**src/rtl/d2q5lbm_pkg.sv**
```systemverilog
// Shared widths, constants and stage payload types of the D2Q5 collision unit.
// No dependencies; used by every module under rtl.
package d2q5lbm_pkg;

  localparam int DW         = 32;  // distribution / density width, signed
  localparam int C2_W       = 16;  // squared sound speed, unsigned Q0.16
  localparam int OMEGA_W    = 18;  // relaxation rate, unsigned Q2.16
  localparam int C2_FRAC    = 16;
  localparam int OMEGA_FRAC = 16;

  localparam int RHO_W = DW + 3;            // sum of five distributions
  localparam int J_W   = DW + 1;            // difference of two distributions
  localparam int K0_W  = C2_W + 2;          // 1 - 2*c2, signed
  localparam int WS_W  = OMEGA_W + 1;       // omega and 1 - omega, signed
  localparam int P0_W  = RHO_W + K0_W;      // rho * (1 - 2*c2)
  localparam int CR_W  = RHO_W + C2_W + 1;  // c2 * rho
  localparam int EQS_W = CR_W + 1;          // c2*rho + d.J shifted, plus rounding
  localparam int FEQ_W = RHO_W + 1;         // rounded equilibrium
  localparam int RA_W  = WS_W + DW;         // (1 - omega) * f
  localparam int RB_W  = WS_W + FEQ_W;      // omega * feq
  localparam int ACC_W = RB_W + 1;
  localparam int SH_W  = ACC_W - OMEGA_FRAC;

  localparam int NDIR       = 5;
  localparam int DIR_REST   = 0;
  localparam int DIR_EAST   = 1;
  localparam int DIR_NORTH  = 2;
  localparam int DIR_WEST   = 3;
  localparam int DIR_SOUTH  = 4;

  localparam logic [OMEGA_W-1:0] RELAX_RESET = OMEGA_W'(2 << OMEGA_FRAC);
  localparam logic [OMEGA_W-1:0] RELAX_UNITY = OMEGA_W'(1 << OMEGA_FRAC);

  typedef logic [NDIR-1:0][DW-1:0] dist_vec_t;

  // moments stage -> equilibrium stage
  typedef struct packed {
    logic signed [RHO_W-1:0] rho;
    logic signed [J_W-1:0]   jx;
    logic signed [J_W-1:0]   jy;
    logic signed [K0_W-1:0]  k0;
    logic [C2_W-1:0]         c2;
    logic signed [WS_W-1:0]  omw;
    logic signed [WS_W-1:0]  w;
    dist_vec_t               f;
  } mom_t;

  // equilibrium stage -> relaxation stage
  typedef struct packed {
    logic [NDIR-1:0][FEQ_W-1:0] feq;
    dist_vec_t                  f;
    logic signed [WS_W-1:0]     omw;
    logic signed [WS_W-1:0]     w;
  } eq_t;

endpackage

```
**src/rtl/d2q5lbm_moments.sv**
```systemverilog
// Stage 1: density, currents, rest coefficient and effective omega.
// Depends on d2q5lbm_pkg.
module d2q5lbm_moments (
  input  logic                                   clk,
  input  logic                                   rst,
  input  logic                                   in_valid,
  output logic                                   up_ready,
  input  d2q5lbm_pkg::dist_vec_t                 in_f,
  input  logic [d2q5lbm_pkg::C2_W-1:0]           c2,
  input  logic                                   is_source,
  input  logic [d2q5lbm_pkg::DW-1:0]             src_density,
  input  logic [d2q5lbm_pkg::OMEGA_W-1:0]        relax_rate,
  output logic                                   out_valid,
  input  logic                                   down_ready,
  output d2q5lbm_pkg::mom_t                      out_data
);
  import d2q5lbm_pkg::*;

  mom_t                    mom_next;
  logic signed [RHO_W-1:0] rho_sum;
  logic [OMEGA_W-1:0]      w_eff;

  assign up_ready = !out_valid || down_ready;

  always_comb begin
    rho_sum = RHO_W'($signed(in_f[DIR_REST])) + RHO_W'($signed(in_f[DIR_EAST]))
            + RHO_W'($signed(in_f[DIR_NORTH])) + RHO_W'($signed(in_f[DIR_WEST]))
            + RHO_W'($signed(in_f[DIR_SOUTH]));
    // a source cell acts as omega = 1, so the relax stage passes feq straight out
    w_eff = is_source ? RELAX_UNITY : relax_rate;
    mom_next.f   = in_f;
    mom_next.c2  = c2;
    mom_next.rho = is_source ? RHO_W'($signed(src_density)) : rho_sum;
    mom_next.jx  = J_W'($signed(in_f[DIR_EAST])) - J_W'($signed(in_f[DIR_WEST]));
    mom_next.jy  = J_W'($signed(in_f[DIR_NORTH])) - J_W'($signed(in_f[DIR_SOUTH]));
    mom_next.k0  = K0_W'(1 << C2_FRAC) - $signed({1'b0, c2, 1'b0});
    mom_next.w   = $signed({1'b0, w_eff});
    mom_next.omw = WS_W'(1 << OMEGA_FRAC) - $signed({1'b0, w_eff});
  end

  always_ff @(posedge clk) begin
    if (rst) begin
      out_valid <= 1'b0;
    end else if (up_ready) begin
      out_valid <= in_valid;
    end
  end

  always_ff @(posedge clk) begin
    if (up_ready && in_valid) begin
      out_data <= mom_next;
    end
  end

  a_mom_hold: assert property (@(posedge clk) disable iff (rst)
    out_valid && !down_ready |=> out_valid && $stable(out_data))
    else $error("moments stage lost or changed a stalled item");

endmodule

```
**config.mk**
```make
export PLATFORM = sky130hd
export DESIGN_NAME = d2q5lbm_moments
export DESIGN_NICKNAME = d
export VERILOG_FILES = /design/src/rtl/d2q5lbm_pkg.sv /design/src/rtl/d2q5lbm_moments.sv
export SDC_FILE = /design/constraint.sdc
export NUM_CORES = 1
export LEC_CHECK = 0
export BUFFER_PORTS_ARGS = -buffer_cell sky130_fd_sc_hd__buf_2
export CAP_MARGIN = 15
export CORE_AREA = 2 2 223 225
export CTS_CLUSTER_DIAMETER = 80
export CTS_CLUSTER_SIZE = 12
export DETAILED_ROUTE_END_ITERATION = 10
export DIE_AREA = 0 0 225 227
export GPL_TIMING_DRIVEN = 0
export SLEW_MARGIN = 20
export SYNTH_ARGS = -nofsm -noshare
export SYNTH_HDL_FRONTEND = slang
export SYNTH_SLANG_ARGS = --single-unit
```
**constraint.sdc**
```tcl
create_clock -name clk -period 16.1 [get_ports clk]
set_input_delay 2.415 -clock clk [delete_from_list [all_inputs] [get_ports clk]]
set_output_delay 2.415 -clock clk [all_outputs]
set_load 0.1 [all_outputs]
```
==> metrics.cfg <==
[floorplan]
fp.dieW_um=225
die_area_sq_mm=0.0511
start_util_pct=39.1
io_pins=566
coreArea_sq_mm=0.0485
num_rows=81
die_h_um=227

[pwr]
p_total_uw=3550
peakVddDrop_uv=92.4
swShare_pct=46.1
internal_power_uw=1920
power_frac_comb_pct=48.0
p_clk_share_pct=21.2
p_leak_uw=0.0111
p_switching_uw=1640
pwr_density_cell_mw_per_mm2=150
power_frac_seq_pct=30.7

[drt]
wl_per_cell_um=19.6
via_count=14100
first_pass_iters=5
viasPerCell=4.94
routed_wl_um=55800
drt_first_iter_violations=730
ant_nets=0
drc_errors=0

[timing]
final-max-slew-violation-count=0
relSlewSlack_pct=48.1
finalSetupTns_ps=0
max_slew.worst_pin.slew_ps=779
max_freq_mhz=144
hold_ws_ps=517
rsz0062_at_grt=no
period_share_pct=43.2
fin_worst_skew_ps=12.6
hold_violations=0
final.min_clock_period_ps=6950
setup_viol=0

[cells_and_area]
layout.cells.non_filler=2851
fin_area_sq_mm=0.0237
nFillCells=4456
nets=2646
layout-area-overhead-vs-synth_pct=25.1
drive_gt1_share_pct=28.6

[place]
place.gp.congestion=0.877
hpwl_um=45600
place_inst=2798
io_buffers=563
dpl_cell_area_sq_mm=0.0227

[critical_path]
cp-start-kind=input port
reg2reg_depth=5
cp_common_cell=fa_1
critPathBufInv=4
cp-end-kind=register
critPathArrivalTime_ps=7230
reg2reg_from=out_valid$_SDFFE_PP0N_
r2r_slack_ps=13870
cp.required_ps=16380
cp_num_cells=18
crit_slowest_cell=nor3b_1
criticalPathCategory=input port to register
max_stage_delay_ps=530
r2r-end=out_data[204]$_DFFE_PP_
cp_max_fo=3
cp_top_family=adder cells
crit_chain=buf_2, inv_1, fa_1, fa_1, fa_1, inv_1, ha_1, inv_1, fa_1, nand2b_1, a31oi_1, a31oi_1, a21oi_1, o311ai_0, nor3b_1, o31ai_1, xor2_1, mux2_2

[clocking]
cts_inserted_buffers=36
cts-hold-fix-buffers=0
cts_tree=yes
clock_latency_ps=540
htreeDepth=2
cts.sinks=330
clock_path_buffers=3
cts.clk_slew.worst_paths_ps=60
cts.repair.resized=0
root_buffer=clkbuf_16
post_cts_buffers=0

[min_path]
min_from=out_valid$_SDFFE_PP0N_
holdPathEnd=out_valid$_SDFFE_PP0N_
holdPathStages=2
holdCritPathClass=register to register

[synth]
ys_seq_area_share_pct=52.2
yosys_warnings=0
ys_ff_latch=330
synthCells=1606
synth_cell_types=66
avgSynthCellArea_sq_um=11.8
synth_edf_count=329
syn_area_sq_mm=0.0190
async_flop_share_pct=0
synth-main-ff-cell=edfxtp_1

[run_status]
status=complete, no violations

[global_routing]
grt_pass1_vias=14200
gr-total-overflow=0
grt_pass1_wl_um=81500
grt_start_max_net_pins=63
antenna_found_initial=8
grtUsageTotal_pct=21.3

[job]
maxCapViolations=0

## worst max-delay path by stage
stage / endpoint / from / slack, ps
after global routing: out_data[329]$_DFFE_PP_ / in_f[33] / 8820
after detailed placement: out_data[329]$_DFFE_PP_ / in_f[33] / 8660
final: out_data[329]$_DFFE_PP_ / in_f[33] / 9150
after CTS: out_data[329]$_DFFE_PP_ / in_f[33] / 9210
after global placement: out_data[218]$_DFFE_PP_ / down_ready / 2140
after floorplan: out_data[0]$_DFFE_PP_ / down_ready / 4620
## cells by family after synthesis
group,count (synthesis),share of synthesized area [%]
and+or+nand+nor,289,7.55
xor gates and xnor gates,108,4.99
other,1,0.0198
AOI/OAI and AO/OA,291,9.99
adders and majority gates,201,17.2
DFF,330,52.2
buffers and inverters,377,7.55
muxes,9,0.514
## cells in the mapped netlist, types with 4 or more instances
master / count / area (sq um)
o2111ai_1: 4 / 35.0
a211oi_1: 6 / 45.0
nand3_1: 24 / 120
edfxtp_1: 329 / 9880
nand2_1: 80 / 300
a31oi_1: 17 / 106
nor2b_1: 25 / 156
inv_1: 349 / 1310
and3_1: 12 / 75.1
o21bai_1: 12 / 90.1
o21ai_1: 4 / 20.0
nor3b_1: 4 / 30.0
or3_1: 8 / 50.1
nand4_1: 12 / 75.1
a21boi_0: 5 / 37.5
and2_1: 8 / 50.1
xnor2_1: 68 / 596
a21o_1: 49 / 368
nor2_1: 64 / 240
o31ai_1: 10 / 75.1
o21a_1: 11 / 82.6
a311oi_1: 4 / 35.0
buf_4: 4 / 30.0
nor3_1: 19 / 95.1
ha_1: 101 / 1260
a21oi_1: 73 / 365
fa_1: 100 / 2000
o21ai_0: 66 / 330
xor2_1: 40 / 350
nand2b_1: 12 / 75.1
nor4_1: 7 / 43.8
clkbuf_1: 19 / 71.3
mux2_2: 6 / 67.6
and4_1: 5 / 43.8
## through the flow
stage	setup slack (ps)	util, %
floorplan	4620	-
global placement	2140	46.5
detailed placement	8660	46.8
CTS	9210	48.9
global route	8820	48.9
finish	9150	48.9
## final cells by class
type	count	area [sq um]	area share [%]
antenna	5	12.5	0.0527
buffer	27	118	0.495
clock buffer	41	941	3.96
clock inverter	7	57.6	0.242
inverter	350	1310	5.53
multi-input combinational	900	7650	32.2
sequential	330	9900	41.7
tap	622	778	3.28
timing repair buffer	569	2980	12.5
## worst reg2reg max path: cells and delay by family (launching register included)
kind | cells | cell delay (ps)
DFF | 1 | 310
and+or+nand+nor | 2 | 570
buffers and inverters | 3 | 960
## flip-flops by register name (all words and copies together) (netlist names)
name	count
out_data	329
out_valid	1
## routing by layer
layer	GRT usage, %	wire (um)
met1	25.5	22200
met2	37.0	27600
met3	5.94	4260
met4	7.22	1680
met5	0	35
## power groups by stage
| stage | Clock (uW) | Sequential (uW) | Combinational, uW |
|---|---|---|---|
| after floorplan | 0 | 1730 | 681 |
| after global placement | 0 | 1130 | 1690 |
| after detailed placement | 0 | 1110 | 1700 |
| after CTS | 777 | 1090 | 1710 |
| after global routing | 803 | 1100 | 1840 |
| final | 754 | 1090 | 1710 |
## layout by cell type (no fill, tap or decap), types with 5 or more instances in the layout
master and n:
a21oi_1 73, xnor2_1 68, inv_1 349, nor2b_1 25, fa_1 100, buf_16 5, clkbuf_16 37, mux2_2 6
nor4_1 7, a211oi_1 6, o21a_1 11, nor3_1 19, and4_1 5, ha_1 101, nand3_1 24, o21ai_0 66
nand2b_1 12, o31ai_1 10, diode_2 5, nor2_1 64, buf_2 564, or3_1 8, xor2_1 40, nand4_1 12
a21o_1 49, a31oi_1 17, a21boi_0 5, and3_1 12, nand2_1 80, edfxtp_1 329, clkbuf_1 23, and2_1 7
o21bai_1 12
Power figures use the tool's default switching activity.
