$ cat src/rtl/d2q5lbm_pkg.sv
// Shared widths, constants and stage payload types of the D2Q5 collision unit.
// No dependencies; used by every module under rtl.
package d2q5lbm_pkg;

  localparam int DW         = 32;  // distribution / density width, signed
  localparam int C2_W       = 16;  // squared sound speed, unsigned Q0.16
  localparam int OMEGA_W    = 18;  // relaxation rate, unsigned Q2.16
  localparam int C2_FRAC    = 16;
  localparam int OMEGA_FRAC = 16;

  localparam int RHO_W = DW + 3;            // sum of five distributions
  localparam int J_W   = DW + 1;            // difference of two distributions
  localparam int K0_W  = C2_W + 2;          // 1 - 2*c2, signed
  localparam int WS_W  = OMEGA_W + 1;       // omega and 1 - omega, signed
  localparam int P0_W  = RHO_W + K0_W;      // rho * (1 - 2*c2)
  localparam int CR_W  = RHO_W + C2_W + 1;  // c2 * rho
  localparam int EQS_W = CR_W + 1;          // c2*rho + d.J shifted, plus rounding
  localparam int FEQ_W = RHO_W + 1;         // rounded equilibrium
  localparam int RA_W  = WS_W + DW;         // (1 - omega) * f
  localparam int RB_W  = WS_W + FEQ_W;      // omega * feq
  localparam int ACC_W = RB_W + 1;
  localparam int SH_W  = ACC_W - OMEGA_FRAC;

  localparam int NDIR       = 5;
  localparam int DIR_REST   = 0;
  localparam int DIR_EAST   = 1;
  localparam int DIR_NORTH  = 2;
  localparam int DIR_WEST   = 3;
  localparam int DIR_SOUTH  = 4;

  localparam logic [OMEGA_W-1:0] RELAX_RESET = OMEGA_W'(2 << OMEGA_FRAC);
  localparam logic [OMEGA_W-1:0] RELAX_UNITY = OMEGA_W'(1 << OMEGA_FRAC);

  typedef logic [NDIR-1:0][DW-1:0] dist_vec_t;

  // moments stage -> equilibrium stage
  typedef struct packed {
    logic signed [RHO_W-1:0] rho;
    logic signed [J_W-1:0]   jx;
    logic signed [J_W-1:0]   jy;
    logic signed [K0_W-1:0]  k0;
    logic [C2_W-1:0]         c2;
    logic signed [WS_W-1:0]  omw;
    logic signed [WS_W-1:0]  w;
    dist_vec_t               f;
  } mom_t;

  // equilibrium stage -> relaxation stage
  typedef struct packed {
    logic [NDIR-1:0][FEQ_W-1:0] feq;
    dist_vec_t                  f;
    logic signed [WS_W-1:0]     omw;
    logic signed [WS_W-1:0]     w;
  } eq_t;

endpackage

$ cat src/rtl/d2q5lbm_equil.sv
// Stages 2 and 3: equilibrium products, then rounding of the five equilibria.
// Depends on d2q5lbm_pkg.
module d2q5lbm_equil (
  input  logic               clk,
  input  logic               rst,
  input  logic               in_valid,
  output logic               up_ready,
  input  d2q5lbm_pkg::mom_t  in_data,
  output logic               out_valid,
  input  logic               down_ready,
  output d2q5lbm_pkg::eq_t   out_data
);
  import d2q5lbm_pkg::*;

  // product stage
  logic                    prod_valid;
  logic                    prod_ready;
  logic signed [P0_W-1:0]  p0;
  logic signed [CR_W-1:0]  cr;
  logic signed [J_W-1:0]   jx;
  logic signed [J_W-1:0]   jy;
  dist_vec_t               f;
  logic signed [WS_W-1:0]  omw;
  logic signed [WS_W-1:0]  w;

  logic signed [P0_W-1:0]  t_rest;
  logic signed [EQS_W-1:0] crx;
  logic signed [EQS_W-1:0] jxs;
  logic signed [EQS_W-1:0] jys;
  logic signed [EQS_W-1:0] t_east;
  logic signed [EQS_W-1:0] t_north;
  logic signed [EQS_W-1:0] t_west;
  logic signed [EQS_W-1:0] t_south;
  eq_t                     eq_next;

  assign prod_ready = !out_valid || down_ready;
  assign up_ready   = !prod_valid || prod_ready;

  always_ff @(posedge clk) begin
    if (rst) begin
      prod_valid <= 1'b0;
      out_valid  <= 1'b0;
    end else begin
      if (up_ready) begin
        prod_valid <= in_valid;
      end
      if (prod_ready) begin
        out_valid <= prod_valid;
      end
    end
  end

  always_ff @(posedge clk) begin
    if (up_ready && in_valid) begin
      p0  <= $signed(in_data.rho) * $signed(in_data.k0);
      cr  <= $signed({1'b0, in_data.c2}) * $signed(in_data.rho);
      jx  <= in_data.jx;
      jy  <= in_data.jy;
      f   <= in_data.f;
      omw <= in_data.omw;
      w   <= in_data.w;
    end
  end

  // round half up: rest by 2^16, moving directions by 2^17 (the factor one half)
  always_comb begin
    t_rest  = p0 + P0_W'(1 << (C2_FRAC - 1));
    crx     = EQS_W'(cr) + EQS_W'(1 << C2_FRAC);
    jxs     = EQS_W'(jx) <<< C2_FRAC;
    jys     = EQS_W'(jy) <<< C2_FRAC;
    t_east  = crx + jxs;
    t_west  = crx - jxs;
    t_north = crx + jys;
    t_south = crx - jys;
    eq_next.feq[DIR_REST]  = FEQ_W'(t_rest >>> C2_FRAC);
    eq_next.feq[DIR_EAST]  = FEQ_W'(t_east >>> (C2_FRAC + 1));
    eq_next.feq[DIR_NORTH] = FEQ_W'(t_north >>> (C2_FRAC + 1));
    eq_next.feq[DIR_WEST]  = FEQ_W'(t_west >>> (C2_FRAC + 1));
    eq_next.feq[DIR_SOUTH] = FEQ_W'(t_south >>> (C2_FRAC + 1));
    eq_next.f   = f;
    eq_next.omw = omw;
    eq_next.w   = w;
  end

  always_ff @(posedge clk) begin
    if (prod_ready && prod_valid) begin
      out_data <= eq_next;
    end
  end

endmodule

$ cat config.mk
export PLATFORM = sky130hd
export DESIGN_NAME = d2q5lbm_equil
export DESIGN_NICKNAME = d
export VERILOG_FILES = /design/src/rtl/d2q5lbm_pkg.sv /design/src/rtl/d2q5lbm_equil.sv
export SDC_FILE = /design/constraint.sdc
export NUM_CORES = 2
export LEC_CHECK = 0
export BUFFER_PORTS_ARGS = -buffer_cell sky130_fd_sc_hd__buf_2
export CORE_ASPECT_RATIO = 1.25
export CORE_MARGIN = 3
export CORE_UTILIZATION = 45
export CTS_CLUSTER_DIAMETER = 50
export CTS_CLUSTER_SIZE = 30
export DETAILED_ROUTE_END_ITERATION = 16
export PLACE_DENSITY = 0.66
export SYNTH_ARGS = -nofsm -noshare
export SYNTH_HDL_FRONTEND = slang
export SYNTH_SLANG_ARGS = --single-unit
$ cat constraint.sdc
create_clock -name clk -period 21.3 [get_ports clk]
set_input_delay 4.26 -clock clk [delete_from_list [all_inputs] [get_ports clk]]
set_output_delay 4.26 -clock clk [all_outputs]
set_load 0.005 [all_outputs]
==> metrics.md <==
| Metric | Value |
|---|---|
| Post-synth EDFFs | `715` |
| Iter 0 DRT Violations | `just over 3000` |
| Floorplan Core Area | `153000 um2` |
| Biggest fanout along the worst timing path | `34` |
| Final setup violation count | `0` |
| Post-CTS clock slew at the launch and capture registers of the worst setup and hold paths | `0.09 ns` |
| Vias in the first global route | `51500` |
| Path category of the worst min-delay check | `register to register` |
| Worst Setup Start Kind | `input port` |
| Overflow after GRT | `0` |
| Routed Antenna Nets | `0` |
| Master cell of the clock root buffer | `clkbuf_16` |
| Clock insertion delay at the later pin of the skew report | `0.72 ns` |
| Routed via count divided by cell count | `5.19` |
| Port Buffer Count | `716` |
| Async S/R FF share, synth | `0%` |
| Critical Path End Type | `register` |
| Seq/Total Area, Yosys | `30.9%` |
| Largest cells by area after synthesis | `fa_1 (32%), edfxtp_1 (31%), inv_1 (7.7%)` |
| Critical Path, Cell by Cell | `buf_2 -> nand2_1 -> fa_1 -> fa_1 -> fa_1 -> inv_1 -> fa_1 -> fa_1 -> inv_1 -> fa_1 -> inv_1 -> ha_1 -> a21o_1 -> a21o_1 -> a21o_1 -> or3_1 -> a21oi_1 -> o31a_1 -> nand2b_1 -> o21a_1 -> a31o_2 -> a21oi_1 -> xnor2_1` |
| Number of buffers inserted for hold repair after clock tree synthesis | `0` |
| Largest stage delay on the critical path | `0.72 ns` |
| Most used flip-flop cell after synthesis | `edfxtp_1` |
| Buffer levels on the longest clock path | `3` |
| Width of the chip | `358 um` |
| Number of detailed-routing iterations run before antenna repair | `7` |
| Unrepaired setup endpoints after global routing | `no` |
| Fraction of final layout cells sized beyond drive strength 1 | `13.1%` |
| Max capacitance violation total | `0` |
| Setup TNS after final layout | `0 ns` |
| Y dimension of the die | `around 450 um` |
| Fin. Hold Viols | `0` |
| Post-CTS setup buffer count | `0` |
| Initial antenna violation count | `35` |
| Resized cells post-CTS | `0` |
| Cell accounting for the most synthesized area | `fa_1` |
| Number of different library cells in the post-synthesis netlist | `89` |
| Detailed placement HPWL | `151000 um` |
| Fill cell instance count of the final layout | `about 14000` |
| Wire length of the first global-routing pass | `between 200000 and 300000 um` |
| Data arrival time of the critical path | `about 11 ns` |
| Fmax | `a little over 90 MHz` |
| TritonCTS clock tree | `built` |
| Commonest cells post-synth | `inv_1 (1428), fa_1 (1127), nand2_1 (822)` |
| Number of buffers created by CTS | `72` |
| Largest net degree at the start of global routing | `160` |
| Initial core utilization | `45.6%` |
| Cell type with the highest occurrence count on the critical path | `fa_1` |
| Relative area change from synthesis to final layout | `11.8%` |
| Fin. max-slew vios | `0` |
| DRC errors left | `0` |
| Post-Synthesis Mean Instance Area | `10.7 um2` |
| Share of the clock period used by the worst path after layout | `50.7%` |
| Routed via count | `47600` |
| Measured slew at the worst slew-check pin | `1.15 ns` |
| Top Ports | `717` |
| Share of the core filled with cells in the final layout | `51.0%` |
| Final estimated routing congestion in global placement | `0.928` |
| Summed instance area of the synthesized netlist | `69700 um2` |
| YS warnings | `0` |
| Number of core rows | `160` |
| Sink Count | `about 720` |
| Required time reported for the critical path endpoint | `21.72 ns` |
| Die footprint | `160000 um2` |
| Global-route usage over all layers | `between 20 and 25%` |
| Fraction of synthesized cell area taken by the top area cell type | `32.4%` |
| Final net count | `approximately 9000` |
| Wire length per cell after detailed routing | `~21 um` |
| Post-synthesis sequential element count | `717` |
| Number of H-tree branching levels | `3` |
| Slew headroom | `22.9%` |
| Final critical path time including I/O delays and setup | `approximately 11 ns` |
| Worst path slowest cell | `buf_2` |
| Result of the run | `finished, final reports clean` |
| Type of the worst setup path | `input port to register` |
| Drt total wl | `195000 um` |
| Most common cell in the netlist | `inv_1` |
| Post-Syn Nets | `8360` |
| Post-route clock skew | `between 0.07 and 0.08 ns` |
| Number of instances in the synthesized netlist | `around 6500` |
-- routing by layer --
metal,track usage [%],wire length [um]
met4,12.8,11200
met5,0,147
met1,28.4,70600
met3,3.81,12800
met2,44.4,101000
-- final timing paths --
kind	from	end	slack, ns	cells past startpoint
setup / recovery	in_data[315]	p0[45]$_DFFE_PP_	10.51	23
hold / removal	w[3]$_DFFE_PP_	out_data[3]$_DFFE_PP_	0.37	0
hold reg to reg	w[3]$_DFFE_PP_	out_data[3]$_DFFE_PP_	0.37	0
setup reg to reg	cr[16]$_DFFE_PP_	out_data[262]$_DFFE_PP_	15.59	17
-- sequential cells by signal, indices dropped and copies added (netlist names) --
name,flops
out_data,378
cr,36
eq_next,160
jx,33
w,19
prod_valid,1
omw,19
out_valid,1
jy,33
p0,37
-- layout by cell type (no fill, tap or decap), types with 9 or more instances in the layout --
cell	n
nor3_1	47
xnor2_1	210
buf_4	42
o21ai_0	75
or3_1	9
nand2_1	822
o31ai_1	9
and3_1	24
diode_2	17
nand2b_1	26
a31oi_1	15
inv_1	1428
clkbuf_16	72
and2_1	436
a21o_1	83
o21ai_1	9
nor2_1	226
xor2_1	68
o211ai_1	10
buf_2	716
a21oi_1	191
a211oi_1	17
and4_1	9
fa_1	1127
clkinv_8	11
o21bai_1	37
nand4_1	28
nor2b_1	26
nand3_1	60
nor4_1	10
clkinv_16	10
ha_1	383
edfxtp_1	715
o21a_1	20
-- cells by family (layout without fill, tap and decap cells) --
family	after synthesis	after routing	share of synthesized area, %
other	0	17	0
adders and majority gates	1510	1510	39.2
buffers and inverters	1704	2322	9.23
AOI/OAI and AO/OA	554	554	5.32
and+or+nand+nor	1750	1750	11.9
xor gates and xnor gates	278	278	3.49
DFF	717	717	30.9
-- stage by stage --
stage,setup WS (ns),cells,cell area [um2],hold slack (ns)
after floorplan,6.62,6513,69700,0.400
after global placement,9.87,9023,75100,0.400
after detailed placement,9.81,9023,75100,0.405
after CTS,10.61,9156,77900,0.372
after global routing,10.19,9164,77900,0.377
final,10.51,9173,78000,0.367
-- critical path: cells and delay by family --
family,cells,cell delay [ns]
fa+ha+maj,7,3.47
buf+inv,4,0.89
compound gates,8,1.84
simple gates,3,0.64
xor+xnor,1,0.09
-- area by class of cell --
class	instances	area [um2]	share of cell area (%)
multi-input combinational	4092	41800	53.6
timing repair buffer	759	3920	5.03
tap	2025	2530	3.25
sequential	717	21500	27.6
clock buffer	76	1820	2.33
clock inverter	57	1000	1.28
antenna	17	42.5	0.0546
inverter	1430	5370	6.88
Power is left out: the tool's default activity adds up to more than one toggle a clock period on the data nets, which glitch-free logic cannot reach.
